[config.mk]
export PLATFORM = sky130hd
export DESIGN_NAME = scanner_line_deframer_core
export DESIGN_NICKNAME = d
export VERILOG_FILES = /design/src/rtl/sld_pkg.sv /design/src/rtl/sld_frame_mem.sv /design/src/rtl/sld_ctrl.sv /design/src/rtl/sld_out_reg.sv /design/src/rtl/scanner_line_deframer_core.sv
export SDC_FILE = /design/constraint.sdc
export NUM_CORES = 1
export LEC_CHECK = 0
export BUFFER_PORTS_ARGS = -buffer_cell sky130_fd_sc_hd__buf_2
export CAP_MARGIN = 15
export CELL_PAD_IN_SITES_DETAIL_PLACEMENT = 0
export CELL_PAD_IN_SITES_GLOBAL_PLACEMENT = 1
export CORE_UTILIZATION = 40
export DETAILED_ROUTE_END_ITERATION = 10
export PLACE_DENSITY = 0.7
export SYNTH_ARGS = -nofsm -noshare
export SYNTH_HDL_FRONTEND = slang
export SYNTH_SLANG_ARGS = --single-unit
[constraint.sdc]
create_clock -name clk -period 5.9 [get_ports clk]
set_input_delay 0.885 -clock clk [delete_from_list [all_inputs] [get_ports clk]]
set_output_delay 0.885 -clock clk [all_outputs]
set_load 0.02 [all_outputs]
[src/rtl/sld_pkg.sv]
// Shared types, constants and helper functions for the scanner line deframer.
package sld_pkg;

  localparam int unsigned BYTE_W    = 8;
  localparam int unsigned WORD_W    = 64;
  localparam int unsigned LEN_W     = 4;
  localparam int unsigned CFG_IDX_W = 2;
  localparam int unsigned AFX_IDX_W = 3;

  localparam logic [BYTE_W-1:0] CHAR_CR = 8'h0D;
  localparam logic [BYTE_W-1:0] CHAR_LF = 8'h0A;

  localparam logic [CFG_IDX_W-1:0] REG_PREFIX_BYTES = 2'd0;
  localparam logic [CFG_IDX_W-1:0] REG_PREFIX_LEN   = 2'd1;
  localparam logic [CFG_IDX_W-1:0] REG_SUFFIX_BYTES = 2'd2;
  localparam logic [CFG_IDX_W-1:0] REG_SUFFIX_LEN   = 2'd3;

  typedef struct packed {
    logic [BYTE_W-1:0] data;
    logic              last;
    logic              ovf;
  } out_word_t;

  function automatic logic is_blank(input logic [BYTE_W-1:0] c);
    return ((c >= 8'h09) && (c <= 8'h0D)) || (c == 8'h20) || (c == 8'h85) || (c == 8'hA0);
  endfunction

  function automatic logic is_term(input logic [BYTE_W-1:0] c);
    return (c == CHAR_CR) || (c == CHAR_LF);
  endfunction

endpackage

[src/rtl/sld_frame_mem.sv]
// Frame store: single write port, single registered read port.
module sld_frame_mem #(
  parameter int unsigned DEPTH = 64,
  parameter int unsigned AW    = 6
) (
  input  logic                      clk,
  input  logic                      we,
  input  logic [AW-1:0]             waddr,
  input  logic [sld_pkg::BYTE_W-1:0] wdata,
  input  logic                      re,
  input  logic [AW-1:0]             raddr,
  output logic [sld_pkg::BYTE_W-1:0] rdata_r
);

  logic [sld_pkg::BYTE_W-1:0] mem [DEPTH];

  always_ff @(posedge clk) begin
    if (we) begin
      mem[waddr] <= wdata;
    end
  end

  // Read data holds until the next read, so the sequencer may wait on it.
  always_ff @(posedge clk) begin
    if (re) begin
      rdata_r <= mem[raddr];
    end
  end

endmodule

[src/rtl/sld_ctrl.sv]
// Sequencer: gathers words into the frame store, then trims, strips and emits.
module sld_ctrl #(
  parameter int unsigned FRAME_DEPTH = 64,
  parameter int unsigned AFFIX_MAX   = 8,
  parameter int unsigned AW          = 6,
  parameter int unsigned CW          = 7
) (
  input  logic                          clk,
  input  logic                          rst_n,
  input  logic                          cfg_we,
  input  logic [sld_pkg::CFG_IDX_W-1:0] cfg_index,
  input  logic [sld_pkg::WORD_W-1:0]    cfg_wdata,
  input  logic                          in_valid,
  output logic                          in_ready,
  input  logic [sld_pkg::BYTE_W-1:0]    in_byte,
  output logic                          mem_we,
  output logic [AW-1:0]                 mem_waddr,
  output logic [sld_pkg::BYTE_W-1:0]    mem_wdata,
  output logic                          mem_re,
  output logic [AW-1:0]                 mem_raddr,
  input  logic [sld_pkg::BYTE_W-1:0]    mem_rdata,
  input  logic                          slot_free,
  output logic                          push,
  output sld_pkg::out_word_t            push_word
);

  typedef enum logic [3:0] {
    S_COLLECT,
    S_HEAD_RD,
    S_HEAD_CHK,
    S_TAIL_RD,
    S_TAIL_CHK,
    S_PRE_INIT,
    S_PRE_RD,
    S_PRE_CHK,
    S_SUF_INIT,
    S_SUF_RD,
    S_SUF_CHK,
    S_EMIT_RD,
    S_EMIT_LD
  } state_t;

  localparam logic [CW-1:0]              DEPTH_C = CW'(FRAME_DEPTH);
  localparam logic [sld_pkg::LEN_W-1:0] AFX_MAX_C = sld_pkg::LEN_W'(AFFIX_MAX);

  state_t                        state_r;
  logic [CW-1:0]                 fill_r;
  logic                          ovf_r;
  logic                          frame_ovf_r;
  logic [CW-1:0]                 start_r;
  logic [CW-1:0]                 end_r;
  logic [sld_pkg::AFX_IDX_W-1:0] idx_r;
  logic [sld_pkg::WORD_W-1:0]    prefix_bytes_r;
  logic [sld_pkg::LEN_W-1:0]     prefix_len_r;
  logic [sld_pkg::WORD_W-1:0]    suffix_bytes_r;
  logic [sld_pkg::LEN_W-1:0]     suffix_len_r;

  logic                          in_fire;
  logic                          term;
  logic [CW-1:0]                 span;
  logic [sld_pkg::LEN_W-1:0]     idx_next;
  logic [sld_pkg::LEN_W-1:0]     cfg_len;
  logic [sld_pkg::BYTE_W-1:0]    pre_pat;
  logic [sld_pkg::BYTE_W-1:0]    suf_pat;

  assign in_ready  = (state_r == S_COLLECT);
  assign in_fire   = in_valid && in_ready;
  assign term      = sld_pkg::is_term(in_byte);
  assign span      = end_r - start_r;
  assign idx_next  = {1'b0, idx_r} + sld_pkg::LEN_W'(1);
  assign cfg_len   = (cfg_wdata[sld_pkg::LEN_W-1:0] > AFX_MAX_C) ?
                     AFX_MAX_C : cfg_wdata[sld_pkg::LEN_W-1:0];
  assign pre_pat   = prefix_bytes_r[{idx_r, 3'b000} +: sld_pkg::BYTE_W];
  assign suf_pat   = suffix_bytes_r[{idx_r, 3'b000} +: sld_pkg::BYTE_W];

  assign mem_we    = in_fire && !term && (fill_r != DEPTH_C);
  assign mem_waddr = fill_r[AW-1:0];
  assign mem_wdata = in_byte;

  // The store is only read after collection has closed, so a read never
  // meets a write to the same entry.
  always_comb begin
    mem_re    = 1'b0;
    mem_raddr = start_r[AW-1:0];
    unique case (state_r)
      S_HEAD_RD, S_EMIT_RD: begin
        mem_re    = (start_r != end_r);
        mem_raddr = start_r[AW-1:0];
      end
      S_TAIL_RD: begin
        mem_re    = (start_r != end_r);
        mem_raddr = AW'(end_r - CW'(1));
      end
      S_PRE_RD: begin
        mem_re    = 1'b1;
        mem_raddr = AW'(start_r + CW'(idx_r));
      end
      S_SUF_RD: begin
        mem_re    = 1'b1;
        mem_raddr = AW'(end_r - CW'(suffix_len_r) + CW'(idx_r));
      end
      default: begin
        mem_re    = 1'b0;
        mem_raddr = start_r[AW-1:0];
      end
    endcase
  end

  assign push           = (state_r == S_EMIT_LD) && slot_free;
  assign push_word.data = mem_rdata;
  assign push_word.last = ((start_r + CW'(1)) == end_r);
  assign push_word.ovf  = frame_ovf_r;

  always_ff @(posedge clk) begin
    if (!rst_n) begin
      state_r        <= S_COLLECT;
      fill_r         <= '0;
      ovf_r          <= 1'b0;
      prefix_bytes_r <= '0;
      prefix_len_r   <= '0;
      suffix_bytes_r <= '0;
      suffix_len_r   <= '0;
    end else begin
      if (cfg_we) begin
        unique case (cfg_index)
          sld_pkg::REG_PREFIX_BYTES: prefix_bytes_r <= cfg_wdata;
          sld_pkg::REG_PREFIX_LEN:   prefix_len_r   <= cfg_len;
          sld_pkg::REG_SUFFIX_BYTES: suffix_bytes_r <= cfg_wdata;
          sld_pkg::REG_SUFFIX_LEN:   suffix_len_r   <= cfg_len;
          default: ;
        endcase
      end

      unique case (state_r)
        S_COLLECT: begin
          if (in_fire) begin
            if (!term) begin
              if (fill_r != DEPTH_C) begin
                fill_r <= fill_r + CW'(1);
              end else begin
                ovf_r <= 1'b1;
              end
            end else begin
              start_r     <= '0;
              end_r       <= fill_r;
              frame_ovf_r <= ovf_r;
              fill_r      <= '0;
              ovf_r       <= 1'b0;
              if (fill_r != '0) begin
                state_r <= S_HEAD_RD;
              end
            end
          end
        end
        S_HEAD_RD: begin
          state_r <= (start_r == end_r) ? S_COLLECT : S_HEAD_CHK;
        end
        S_HEAD_CHK: begin
          if (sld_pkg::is_blank(mem_rdata)) begin
            start_r <= start_r + CW'(1);
            state_r <= S_HEAD_RD;
          end else begin
            state_r <= S_TAIL_RD;
          end
        end
        S_TAIL_RD: begin
          state_r <= (start_r == end_r) ? S_COLLECT : S_TAIL_CHK;
        end
        S_TAIL_CHK: begin
          if (sld_pkg::is_blank(mem_rdata)) begin
            end_r   <= end_r - CW'(1);
            state_r <= S_TAIL_RD;
          end else begin
            state_r <= S_PRE_INIT;
          end
        end
        S_PRE_INIT: begin
          idx_r <= '0;
          if ((prefix_len_r != '0) && (span >= CW'(prefix_len_r))) begin
            state_r <= S_PRE_RD;
          end else begin
            state_r <= S_SUF_INIT;
          end
        end
        S_PRE_RD: begin
          state_r <= S_PRE_CHK;
        end
        S_PRE_CHK: begin
          // A mismatch anywhere leaves the frame untouched.
          if (mem_rdata != pre_pat) begin
            state_r <= S_SUF_INIT;
          end else if (idx_next == prefix_len_r) begin
            start_r <= start_r + CW'(prefix_len_r);
            state_r <= S_SUF_INIT;
          end else begin
            idx_r   <= idx_next[sld_pkg::AFX_IDX_W-1:0];
            state_r <= S_PRE_RD;
          end
        end
        S_SUF_INIT: begin
          idx_r <= '0;
          if ((suffix_len_r != '0) && (span >= CW'(suffix_len_r))) begin
            state_r <= S_SUF_RD;
          end else begin
            state_r <= S_EMIT_RD;
          end
        end
        S_SUF_RD: begin
          state_r <= S_SUF_CHK;
        end
        S_SUF_CHK: begin
          if (mem_rdata != suf_pat) begin
            state_r <= S_EMIT_RD;
          end else if (idx_next == suffix_len_r) begin
            end_r   <= end_r - CW'(suffix_len_r);
            state_r <= S_EMIT_RD;
          end else begin
            idx_r   <= idx_next[sld_pkg::AFX_IDX_W-1:0];
            state_r <= S_SUF_RD;
          end
        end
        S_EMIT_RD: begin
          state_r <= (start_r == end_r) ? S_COLLECT : S_EMIT_LD;
        end
        S_EMIT_LD: begin
          if (slot_free) begin
            start_r <= start_r + CW'(1);
            state_r <= S_EMIT_RD;
          end
        end
        default: begin
          state_r <= S_COLLECT;
        end
      endcase
    end
  end

endmodule

[src/rtl/sld_out_reg.sv]
// Output register that holds one result word until the receiver takes it.
module sld_out_reg (
  input  logic                       clk,
  input  logic                       rst_n,
  input  logic                       push,
  input  sld_pkg::out_word_t         push_word,
  output logic                       slot_free,
  output logic                       out_valid,
  input  logic                       out_ready,
  output logic [sld_pkg::BYTE_W-1:0] out_byte,
  output logic                       out_frame_last,
  output logic                       out_overflowed
);

  logic               valid_r;
  sld_pkg::out_word_t word_r;

  assign slot_free      = !valid_r || out_ready;
  assign out_valid      = valid_r;
  assign out_byte       = word_r.data;
  assign out_frame_last = word_r.last;
  assign out_overflowed = word_r.ovf;

  always_ff @(posedge clk) begin
    if (!rst_n) begin
      valid_r <= 1'b0;
    end else if (push) begin
      valid_r <= 1'b1;
    end else if (out_ready) begin
      valid_r <= 1'b0;
    end
  end

  always_ff @(posedge clk) begin
    if (push) begin
      word_r <= push_word;
    end
  end

endmodule

[src/rtl/scanner_line_deframer_core.sv]
// Top level of the scanner line deframer: frame store, sequencer and output register.
//
// Bytes from the scanner enter on in_valid/in_ready, one byte per cycle while
// a frame is being gathered. CR or LF closes the frame; in_ready then stays
// low while the sequencer walks the frame store, reading one entry at a time
// through the memory's single registered read port: one read per leading or
// trailing blank, per compared prefix or suffix byte and per byte emitted.
// An empty frame leaves in_ready high.
// Result words leave on out_valid/out_ready from an output register, with
// out_frame_last on the final byte and out_overflowed if bytes beyond
// FRAME_DEPTH were dropped. When the receiver stalls, emission simply waits
// on the output register; no byte is lost. After the last byte of a frame
// enters the output register, input acceptance resumes via S_EMIT_RD.
// Configuration is written through cfg_we/cfg_index/cfg_wdata while idle.
// Synchronous reset clears the fill count, the overflow mark and all
// configuration registers; the frame store needs no clearing pass.
module scanner_line_deframer_core #(
  parameter int unsigned FRAME_DEPTH = 64,
  parameter int unsigned AFFIX_MAX   = 8
) (
  input  logic                          clk,
  input  logic                          rst_n,
  input  logic                          cfg_we,
  input  logic [sld_pkg::CFG_IDX_W-1:0] cfg_index,
  input  logic [sld_pkg::WORD_W-1:0]    cfg_wdata,
  input  logic                          in_valid,
  output logic                          in_ready,
  input  logic [sld_pkg::BYTE_W-1:0]    in_byte,
  output logic                          out_valid,
  input  logic                          out_ready,
  output logic [sld_pkg::BYTE_W-1:0]    out_byte,
  output logic                          out_frame_last,
  output logic                          out_overflowed
);

  localparam int unsigned AW = $clog2(FRAME_DEPTH);
  localparam int unsigned CW = $clog2(FRAME_DEPTH + 1);

  logic                       mem_we;
  logic [AW-1:0]              mem_waddr;
  logic [sld_pkg::BYTE_W-1:0] mem_wdata;
  logic                       mem_re;
  logic [AW-1:0]              mem_raddr;
  logic [sld_pkg::BYTE_W-1:0] mem_rdata;
  logic                       slot_free;
  logic                       push;
  sld_pkg::out_word_t         push_word;

  sld_frame_mem #(
    .DEPTH (FRAME_DEPTH),
    .AW    (AW)
  ) u_mem (
    .clk     (clk),
    .we      (mem_we),
    .waddr   (mem_waddr),
    .wdata   (mem_wdata),
    .re      (mem_re),
    .raddr   (mem_raddr),
    .rdata_r (mem_rdata)
  );

  sld_ctrl #(
    .FRAME_DEPTH (FRAME_DEPTH),
    .AFFIX_MAX   (AFFIX_MAX),
    .AW          (AW),
    .CW          (CW)
  ) u_ctrl (
    .clk       (clk),
    .rst_n     (rst_n),
    .cfg_we    (cfg_we),
    .cfg_index (cfg_index),
    .cfg_wdata (cfg_wdata),
    .in_valid  (in_valid),
    .in_ready  (in_ready),
    .in_byte   (in_byte),
    .mem_we    (mem_we),
    .mem_waddr (mem_waddr),
    .mem_wdata (mem_wdata),
    .mem_re    (mem_re),
    .mem_raddr (mem_raddr),
    .mem_rdata (mem_rdata),
    .slot_free (slot_free),
    .push      (push),
    .push_word (push_word)
  );

  sld_out_reg u_out (
    .clk            (clk),
    .rst_n          (rst_n),
    .push           (push),
    .push_word      (push_word),
    .slot_free      (slot_free),
    .out_valid      (out_valid),
    .out_ready      (out_ready),
    .out_byte       (out_byte),
    .out_frame_last (out_frame_last),
    .out_overflowed (out_overflowed)
  );

  // The store is never written and read in the same cycle.
  a_mem_excl: assert property (@(posedge clk) disable iff (!rst_n)
    !(mem_we && mem_re))
    else $error("frame store written and read in the same cycle");

  // No read of the store while bytes are still being gathered.
  a_no_read_collect: assert property (@(posedge clk) disable iff (!rst_n)
    in_ready |-> !mem_re)
    else $error("frame store read while collecting");

  // A new result word never overwrites one the receiver has not taken.
  a_no_overwrite: assert property (@(posedge clk) disable iff (!rst_n)
    push |-> !(out_valid && !out_ready))
    else $error("output word overwritten while stalled");

endmodule

==> flow_results.xml, run 1 <==
<?xml version="1.0" encoding="UTF-8"?>
<metrics>
  <group name="run_status">
    <metric name="status" unit="">finished clean</metric>
  </group>
  <group name="critical_path">
    <metric name="critical_path_maximum_fanout" unit="">30</metric>
    <metric name="worst-path-buf-inv" unit="">4</metric>
    <metric name="worst-endpoint-required" unit="ns">6.26</metric>
    <metric name="critical_path.cell_chain" unit="">inv_1 -&gt; ha_1 -&gt; inv_1 -&gt; fa_1 -&gt; a21o_1 -&gt; inv_1 -&gt; fa_1 -&gt; nor3b_1 -&gt; o21ai_0 -&gt; nand3_2 -&gt; buf_4 -&gt; a21oi_1 -&gt; a22o_1 -&gt; o22ai_1 -&gt; a221oi_1 -&gt; o32a_1 -&gt; nand3_1</metric>
    <metric name="arrival" unit="ns">5.34</metric>
    <metric name="crit_path_start_kind" unit="">register</metric>
    <metric name="critical_path.top_delay_family" unit="">compound AO/OA/AOI/OAI gates</metric>
    <metric name="cp_peak_stage_delay" unit="ns">0.59</metric>
    <metric name="crit_type" unit="">register to register</metric>
    <metric name="crit_path_frequent_cell" unit="">sky130_fd_sc_hd__inv_1</metric>
    <metric name="worst_path_max_delay_cell" unit="">sky130_fd_sc_hd__nand3_2</metric>
    <metric name="end_kind" unit="">register</metric>
  </group>
  <group name="finish">
    <metric name="nFillCells" unit="">6838</metric>
    <metric name="fin_nets" unit="">2783</metric>
    <metric name="postLayoutCoreUtil" unit="">0.453</metric>
    <metric name="final_area" unit="µm²">33800</metric>
    <metric name="stdcell_count" unit="">3699</metric>
    <metric name="syn_to_final_growth" unit="%">11.8</metric>
    <metric name="layout_commonest_cell" unit="">sky130_fd_sc_hd__nand2_1</metric>
    <metric name="layout-drive-gt1-share" unit="">0.113</metric>
    <metric name="mostFrequentLayoutCells" unit="">sky130_fd_sc_hd__nand2_1, sky130_fd_sc_hd__edfxtp_1, sky130_fd_sc_hd__a21oi_1</metric>
  </group>
  <group name="floorplan">
    <metric name="core_area" unit="µm²">74600</metric>
    <metric name="die_w" unit="µm">277</metric>
    <metric name="floorplan.io_pins" unit="">91</metric>
    <metric name="number_of_rows_created_at_floorplan" unit="">100</metric>
    <metric name="floorplan.initialDensity" unit="">0.406</metric>
    <metric name="die-height" unit="µm">277</metric>
    <metric name="floorplan.die_area" unit="µm²">76700</metric>
  </group>
  <group name="timing">
    <metric name="hold_viol_final" unit="">0</metric>
    <metric name="actual_slew_at_the_worst_max_slew_pin" unit="ns">1.11</metric>
    <metric name="period_needed" unit="ns">4.99</metric>
    <metric name="slew_viol_final" unit="">0</metric>
    <metric name="rsz_0062_raised_after_global_routing" unit="">false</metric>
    <metric name="setup_total_negative_slack" unit="ns">0</metric>
    <metric name="setup_viol" unit="">0</metric>
    <metric name="slew-limit-headroom" unit="">0.255</metric>
    <metric name="clock-skew-final" unit="ns">0.0210</metric>
    <metric name="hold_slack" unit="ns">0.451</metric>
    <metric name="final_worst_path_period_share" unit="">0.846</metric>
    <metric name="max_frequency" unit="GHz">0.200</metric>
  </group>
  <group name="pwr">
    <metric name="net-switching-power" unit="µW">2210</metric>
    <metric name="power_leakage" unit="µW">0.0116</metric>
    <metric name="p_sw_frac" unit="">0.218</metric>
    <metric name="clockPowerShare" unit="">0.446</metric>
    <metric name="powerDensity" unit="nW/µm²">300</metric>
    <metric name="p_int" unit="µW">7930</metric>
    <metric name="p_comb_frac" unit="">0.027</metric>
    <metric name="power.ir.vdd_worst" unit="V">0.000247</metric>
    <metric name="share_of_power_burned_in_registers" unit="">0.527</metric>
  </group>
  <group name="logic_synthesis">
    <metric name="synth-edff-count" unit="">548</metric>
    <metric name="synth_async_sr_flop_share" unit="">0</metric>
    <metric name="post_synthesis_average_cell_area" unit="µm²">11.5</metric>
    <metric name="synthesis.area" unit="µm²">30200</metric>
    <metric name="synth_ff_type" unit="">sky130_fd_sc_hd__edfxtp_1</metric>
    <metric name="synth.net_count" unit="">2744</metric>
    <metric name="ys_seq_elements" unit="">697</metric>
    <metric name="synthCells" unit="">2631</metric>
    <metric name="netlist-cell-type-count" unit="">78</metric>
    <metric name="portion_of_the_post_synthesis_area_used_by_sequential_elements" unit="">0.643</metric>
    <metric name="synthesis.yosys.warnings" unit="">0</metric>
  </group>
  <group name="global_routing">
    <metric name="first_global_vias" unit="">20700</metric>
    <metric name="grt_remaining_overflow" unit="">0</metric>
    <metric name="grt_max_degree" unit="">111</metric>
    <metric name="wire_length_of_the_first_global_routing_pass" unit="µm">132000</metric>
    <metric name="grt_antenna_before_repair" unit="">6</metric>
    <metric name="global_route.usage.total" unit="">0.226</metric>
  </group>
  <group name="clock_tree">
    <metric name="clock_tree.buffer_depth" unit="">3</metric>
    <metric name="cts.reportedPaths.clkPinSlew" unit="ns">0.06</metric>
    <metric name="cts.repair_timing.setup_buffer_count" unit="">0</metric>
    <metric name="ctsHoldBuffers" unit="">0</metric>
    <metric name="ctsResizeCount" unit="">0</metric>
    <metric name="clk_latency" unit="ns">0.63</metric>
    <metric name="htreeDepth" unit="">3</metric>
    <metric name="cts_tree" unit="">done</metric>
    <metric name="cts_made_buffers" unit="">76</metric>
    <metric name="clock_sink_count" unit="">697</metric>
    <metric name="cts.root.buffer_cell" unit="">sky130_fd_sc_hd__clkbuf_16</metric>
  </group>
  <group name="route">
    <metric name="initialDrtViolationCount" unit="">2143</metric>
    <metric name="drc_violation_count_after_routing" unit="">0</metric>
    <metric name="detailroute.via_count" unit="">21200</metric>
    <metric name="detail_route.vias_per_cell" unit="">5.74</metric>
    <metric name="ant_nets" unit="">0</metric>
    <metric name="finalWirelength" unit="µm">87200</metric>
    <metric name="drt-wirelength-per-cell" unit="µm">23.6</metric>
    <metric name="pre_repair_dr_iteration_count" unit="">5</metric>
  </group>
  <group name="min_path">
    <metric name="min-delay-path-class" unit="">register to register</metric>
  </group>
  <group name="place">
    <metric name="dpl.hpwl" unit="µm">55800</metric>
    <metric name="placement.cell_area" unit="µm²">31500</metric>
    <metric name="dp.cells" unit="">3560</metric>
    <metric name="gp_routability_congestion" unit="">0.868</metric>
    <metric name="placement.io_buffers" unit="">90</metric>
  </group>
  <group name="job">
    <metric name="cap_viol_max_count" unit="">0</metric>
  </group>
</metrics>
registers in the layout, summed over array words and instances (netlist names):
signal	count
u_ctrl.frame_ovf_r	1
u_ctrl.start_r	7
u_ctrl.state_r	4
u_out.out_valid	1
u_mem.rdata_r	8
u_ctrl.prefix_bytes_r	64
u_mem.mem	512
u_ctrl.ovf_r	1
u_ctrl.end_r	7
u_ctrl.suffix_len_r	4
u_out.out_overflowed	1
u_ctrl.idx_r	3
u_ctrl.prefix_len_r	4
u_out.out_frame_last	1
u_ctrl.suffix_bytes_r	64
u_ctrl.fill_r	7
u_out.out_byte	8
power groups by stage:
stage	clock (µW)	sequential [µW]	combinational (µW)
3_5_place_dp	0	5450	274
5_1_grt	4770	5350	299
2_1_floorplan	0	5440	120
3_3_place_gp	0	5450	268
6_report	4520	5350	273
4_1_cts	4590	5350	275
cells by family (layout without fill, tap and decap cells):
family	Yosys count	count (layout)	share of synthesized area
AOI/OAI and AO/OA	633	633	0.125
xor gates and xnor gates	48	48	0.0144
adders and majority gates	35	35	0.0154
buffers and inverters	199	297	0.0318
DFF	697	697	0.643
muxes	61	61	0.0347
other	0	1	0
and+or+nand+nor	958	958	0.136
final cells by class:
type	count	area (µm²)	share of cell area
flip-flops and latches	697	19400	0.575
inverters	25	96.3	0.00285
clock buffers	99	2060	0.0609
clock inverters	38	275	0.00814
repair buffers	135	838	0.0248
multi-input cells	1735	9890	0.293
diodes	1	2.50	0.0000740
well taps	969	1210	0.0359
metrics by stage:
stage | worst slack, ns | power (µW)
after detailed placement | 1.01 | 5730
after global routing | 0.594 | 10400
after CTS | 0.984 | 10200
final | 0.911 | 10100
after global placement | 0.991 | 5720
after floorplan | 2.14 | 5560
cell usage after synthesis (all sizes together) (11+ instances only):
master / count / share of area
dfxtp: 149 / 0.099
a31oi: 13 / 0.0027
nor2b: 15 / 0.0031
and3: 28 / 0.0058
xnor2: 28 / 0.0081
xor2: 19 / 0.0055
nand2b: 11 / 0.0028
o31ai: 11 / 0.0027
buf: 88 / 0.018
nor4: 11 / 0.0028
inv: 25 / 0.0031
a22o: 16 / 0.0046
o22ai: 38 / 0.0079
nand3: 48 / 0.0083
o21ai: 34 / 0.0058
a21o: 11 / 0.0027
nor3: 22 / 0.0036
mux4: 35 / 0.026
a21oi: 384 / 0.064
mux2i: 25 / 0.0083
ha: 30 / 0.012
nand2: 634 / 0.079
nor2: 134 / 0.017
clkbuf: 86 / 0.011
a22oi: 73 / 0.018
edfxtp: 548 / 0.54
path summary, 6_finish.rpt:
check | startpoint | cells past startpoint | slack, ns | endpoint
min reg2reg | u_ctrl.ovf_r | 0 | 0.45 | u_ctrl.frame_ovf_r
max | u_ctrl.end_r[0] | 17 | 0.91 | u_mem.rdata_r[1]
min | u_ctrl.ovf_r | 0 | 0.45 | u_ctrl.frame_ovf_r
max reg2reg | u_ctrl.end_r[0] | 17 | 0.91 | u_mem.rdata_r[1]
routing by layer:
metal / up-vias / track usage / wire (µm)
met3: 139 / 0.0310 / 5140
li1: 9676 / - / -
met1: 10700 / 0.320 / 38600
met2: 748 / 0.361 / 41000
met5: - / 0 / 0
met4: 0 / 0.0677 / 2410
Power figures use the tool's default switching activity.
==> run 2, diff against run 1 <==
clock period = 4.95 ns   (was 5.9 ns; I/O delays follow)
==> flow_results.xml, run 2 (same netlist as run 1, synthesis figures left out) <==
<?xml version="1.0" encoding="UTF-8"?>
<metrics>
  <group name="critical_path">
    <metric name="critical_path.reg2reg.endpoint" unit="">u_mem.rdata_r[0]</metric>
    <metric name="register_to_register_setup_slack" unit="ns">0.20</metric>
    <metric name="end_kind" unit="">register</metric>
    <metric name="worstRegToRegCells" unit="">15</metric>
    <metric name="crit_type" unit="">register to register</metric>
    <metric name="crit_path_start_kind" unit="">register</metric>
    <metric name="critical_path_maximum_fanout" unit="">16</metric>
    <metric name="critical_path_destination" unit="">u_mem.rdata_r[0]</metric>
    <metric name="arrival" unit="ns">5.10</metric>
    <metric name="worst-endpoint-required" unit="ns">5.30</metric>
    <metric name="worst_setup_path_startpoint" unit="">u_ctrl.end_r[0]</metric>
    <metric name="timing.rr.start" unit="">u_ctrl.end_r[0]</metric>
  </group>
  <group name="clock_tree">
    <metric name="cts.root.buffer_cell" unit="">sky130_fd_sc_hd__clkbuf_16</metric>
    <metric name="cts.repair_timing.setup_buffer_count" unit="">0</metric>
    <metric name="cts_tree" unit="">done</metric>
    <metric name="clock_sink_count" unit="">697</metric>
    <metric name="ctsHoldBuffers" unit="">0</metric>
    <metric name="htreeDepth" unit="">3</metric>
    <metric name="clk_latency" unit="ns">0.62</metric>
    <metric name="cts_made_buffers" unit="">76</metric>
    <metric name="cts.reportedPaths.clkPinSlew" unit="ns">0.06</metric>
    <metric name="clock_tree.buffer_depth" unit="">3</metric>
  </group>
  <group name="global_routing">
    <metric name="grt_max_degree" unit="">108</metric>
    <metric name="grt_antenna_before_repair" unit="">1</metric>
    <metric name="wire_length_of_the_first_global_routing_pass" unit="µm">132000</metric>
    <metric name="grt_remaining_overflow" unit="">0</metric>
    <metric name="first_global_vias" unit="">20600</metric>
    <metric name="global_route.usage.total" unit="">0.227</metric>
  </group>
  <group name="place">
    <metric name="dpl.hpwl" unit="µm">56000</metric>
    <metric name="placement.io_buffers" unit="">90</metric>
    <metric name="gp_routability_congestion" unit="">0.868</metric>
  </group>
  <group name="min_path">
    <metric name="min-delay-path-class" unit="">input pin to register</metric>
  </group>
  <group name="timing">
    <metric name="actual_slew_at_the_worst_max_slew_pin" unit="ns">1.02</metric>
    <metric name="setup_viol" unit="">0</metric>
    <metric name="period_needed" unit="ns">4.75</metric>
    <metric name="clock-skew-final" unit="ns">0.0184</metric>
    <metric name="setup_total_negative_slack" unit="ns">0</metric>
    <metric name="slew-limit-headroom" unit="">0.317</metric>
    <metric name="rsz_0062_raised_after_global_routing" unit="">false</metric>
    <metric name="slew_viol_final" unit="">0</metric>
    <metric name="final_worst_path_period_share" unit="">0.960</metric>
    <metric name="hold_viol_final" unit="">0</metric>
    <metric name="max_frequency" unit="GHz">0.210</metric>
  </group>
  <group name="run_status">
    <metric name="status" unit="">finished clean</metric>
  </group>
  <group name="finish">
    <metric name="largest_reg_flops" unit="">512</metric>
    <metric name="syn_to_final_growth" unit="%">13.6</metric>
    <metric name="layout_commonest_cell" unit="">sky130_fd_sc_hd__nand2_1</metric>
    <metric name="nFillCells" unit="">6808</metric>
    <metric name="biggest_register" unit="">u_mem.mem</metric>
    <metric name="fin_nets" unit="">2821</metric>
    <metric name="biggestRegsByFlops" unit="">u_mem.mem x512, u_ctrl.prefix_bytes_r x64, u_ctrl.suffix_bytes_r x64</metric>
    <metric name="mostFrequentLayoutCells" unit="">sky130_fd_sc_hd__nand2_1, sky130_fd_sc_hd__edfxtp_1, sky130_fd_sc_hd__a21oi_1</metric>
    <metric name="layout-drive-gt1-share" unit="">0.129</metric>
    <metric name="postLayoutCoreUtil" unit="">0.461</metric>
  </group>
  <group name="route">
    <metric name="detail_route.vias_per_cell" unit="">5.66</metric>
    <metric name="drc_violation_count_after_routing" unit="">0</metric>
    <metric name="initialDrtViolationCount" unit="">1931</metric>
    <metric name="ant_nets" unit="">0</metric>
    <metric name="finalWirelength" unit="µm">87800</metric>
    <metric name="pre_repair_dr_iteration_count" unit="">6</metric>
    <metric name="drt-wirelength-per-cell" unit="µm">23.5</metric>
    <metric name="detailroute.via_count" unit="">21200</metric>
  </group>
  <group name="floorplan">
    <metric name="core_area" unit="µm²">74600</metric>
    <metric name="floorplan.initialDensity" unit="">0.406</metric>
    <metric name="number_of_rows_created_at_floorplan" unit="">100</metric>
    <metric name="floorplan.io_pins" unit="">91</metric>
    <metric name="floorplan.die_area" unit="µm²">76700</metric>
    <metric name="die-height" unit="µm">277</metric>
    <metric name="die_w" unit="µm">277</metric>
  </group>
  <group name="pwr">
    <metric name="powerDensity" unit="nW/µm²">363</metric>
    <metric name="power.ir.vdd_worst" unit="V">0.000313</metric>
    <metric name="power_leakage" unit="µW">0.0119</metric>
  </group>
  <group name="job">
    <metric name="cap_viol_max_count" unit="">0</metric>
  </group>
</metrics>
run 2: changes by cell type in the layout (fill, tap and decap cells not counted), moves of 3 or more:
cell                        change
sky130_fd_sc_hd__buf_4         +36
sky130_fd_sc_hd__clkbuf_8      +10
sky130_fd_sc_hd__clkbuf_1       -8
sky130_fd_sc_hd__bufinv_16      +5
sky130_fd_sc_hd__buf_12         +3
sky130_fd_sc_hd__clkinv_2       -3
run 2: metal layers:
| metal | wire (µm) | up-vias | track usage | part of all wire |
|---|---|---|---|---|
| met1 | 38000 | 10600 | 0.311 | 0.43 |
| met3 | 5610 | 124 | 0.0345 | 0.064 |
| met2 | 42200 | 725 | 0.374 | 0.48 |
| met4 | 2010 | 0 | 0.0621 | 0.023 |
| li1 | - | 9750 | - | - |
| met5 | 0 | - | 0 | 0 |
run 2: worst min-delay path by stage:
stage | slack, ns | from | endpoint | depth (start not counted)
2_1_floorplan | 0.40 | u_ctrl.frame_ovf_r | u_out.out_overflowed | 0
3_3_place_gp | 0.42 | u_ctrl.ovf_r | u_ctrl.frame_ovf_r | 0
3_5_place_dp | 0.43 | u_ctrl.ovf_r | u_ctrl.frame_ovf_r | 0
4_1_cts | 0.34 | cfg_wdata[29] | u_ctrl.prefix_bytes_r[29] | 3
5_1_grt | 0.36 | cfg_wdata[29] | u_ctrl.prefix_bytes_r[29] | 3
6_report | 0.37 | cfg_wdata[21] | u_ctrl.suffix_bytes_r[21] | 3
run 2: what timing repair did:
| item | CTS | global route |
|---|---|---|
| endpoints found under the setup margin | 0 | 6 |
| resized for setup | 0 | 1 |
| hold endpoints to repair | 0 | 0 |
run 2: layout make-up:
type / instances / area (µm²) / area share
Timing Repair Buffer: 173 / 1160 / 0.0338
Multi-Input combinational cell: 1735 / 9900 / 0.288
Antenna cell: 2 / 5.00 / 0.000146
Clock buffer: 103 / 2200 / 0.0639
Tap cell: 969 / 1210 / 0.0353
Clock inverter: 36 / 353 / 0.0103
Sequential cell: 697 / 19400 / 0.566
Inverter: 25 / 96.3 / 0.00280
run 2: critical path: stages (launching register included):
cell and delay, ns:
sky130_fd_sc_hd__edfxtp_1 0.43, sky130_fd_sc_hd__inv_1 0.16, sky130_fd_sc_hd__ha_1 0.20, sky130_fd_sc_hd__inv_1 0.06, sky130_fd_sc_hd__fa_1 0.41, sky130_fd_sc_hd__xnor2_1 0.22
sky130_fd_sc_hd__o21ai_0 0.11, sky130_fd_sc_hd__ha_1 0.36, sky130_fd_sc_hd__o21ai_0 0.13, sky130_fd_sc_hd__or4_1 0.41, sky130_fd_sc_hd__a21oi_1 0.14, sky130_fd_sc_hd__a211o_1 0.50
sky130_fd_sc_hd__nand2_2 0.42, sky130_fd_sc_hd__o22ai_1 0.53, sky130_fd_sc_hd__o32a_1 0.30, sky130_fd_sc_hd__nand3_1 0.09
run 2: report_power, final:
group,leakage (µW),switching [µW],internal [µW]
logic,0.00449,243,95.1
clock network,0.00126,2330,3430
registers,0.00614,26.2,6350
run 2: stage by stage:
step	std cells	hold slack [ns]	power, µW	worst slack (ns)	cell area, µm²
after global placement	3599	0.420	6830	0.126	31800
after CTS	3738	0.340	12600	0.103	34400
after global routing	3738	0.361	12800	0.0617	34400
final	3740	0.373	12500	0.199	34400
after detailed placement	3599	0.427	6840	0.113	31800
after floorplan	2631	0.400	6630	1.19	30200
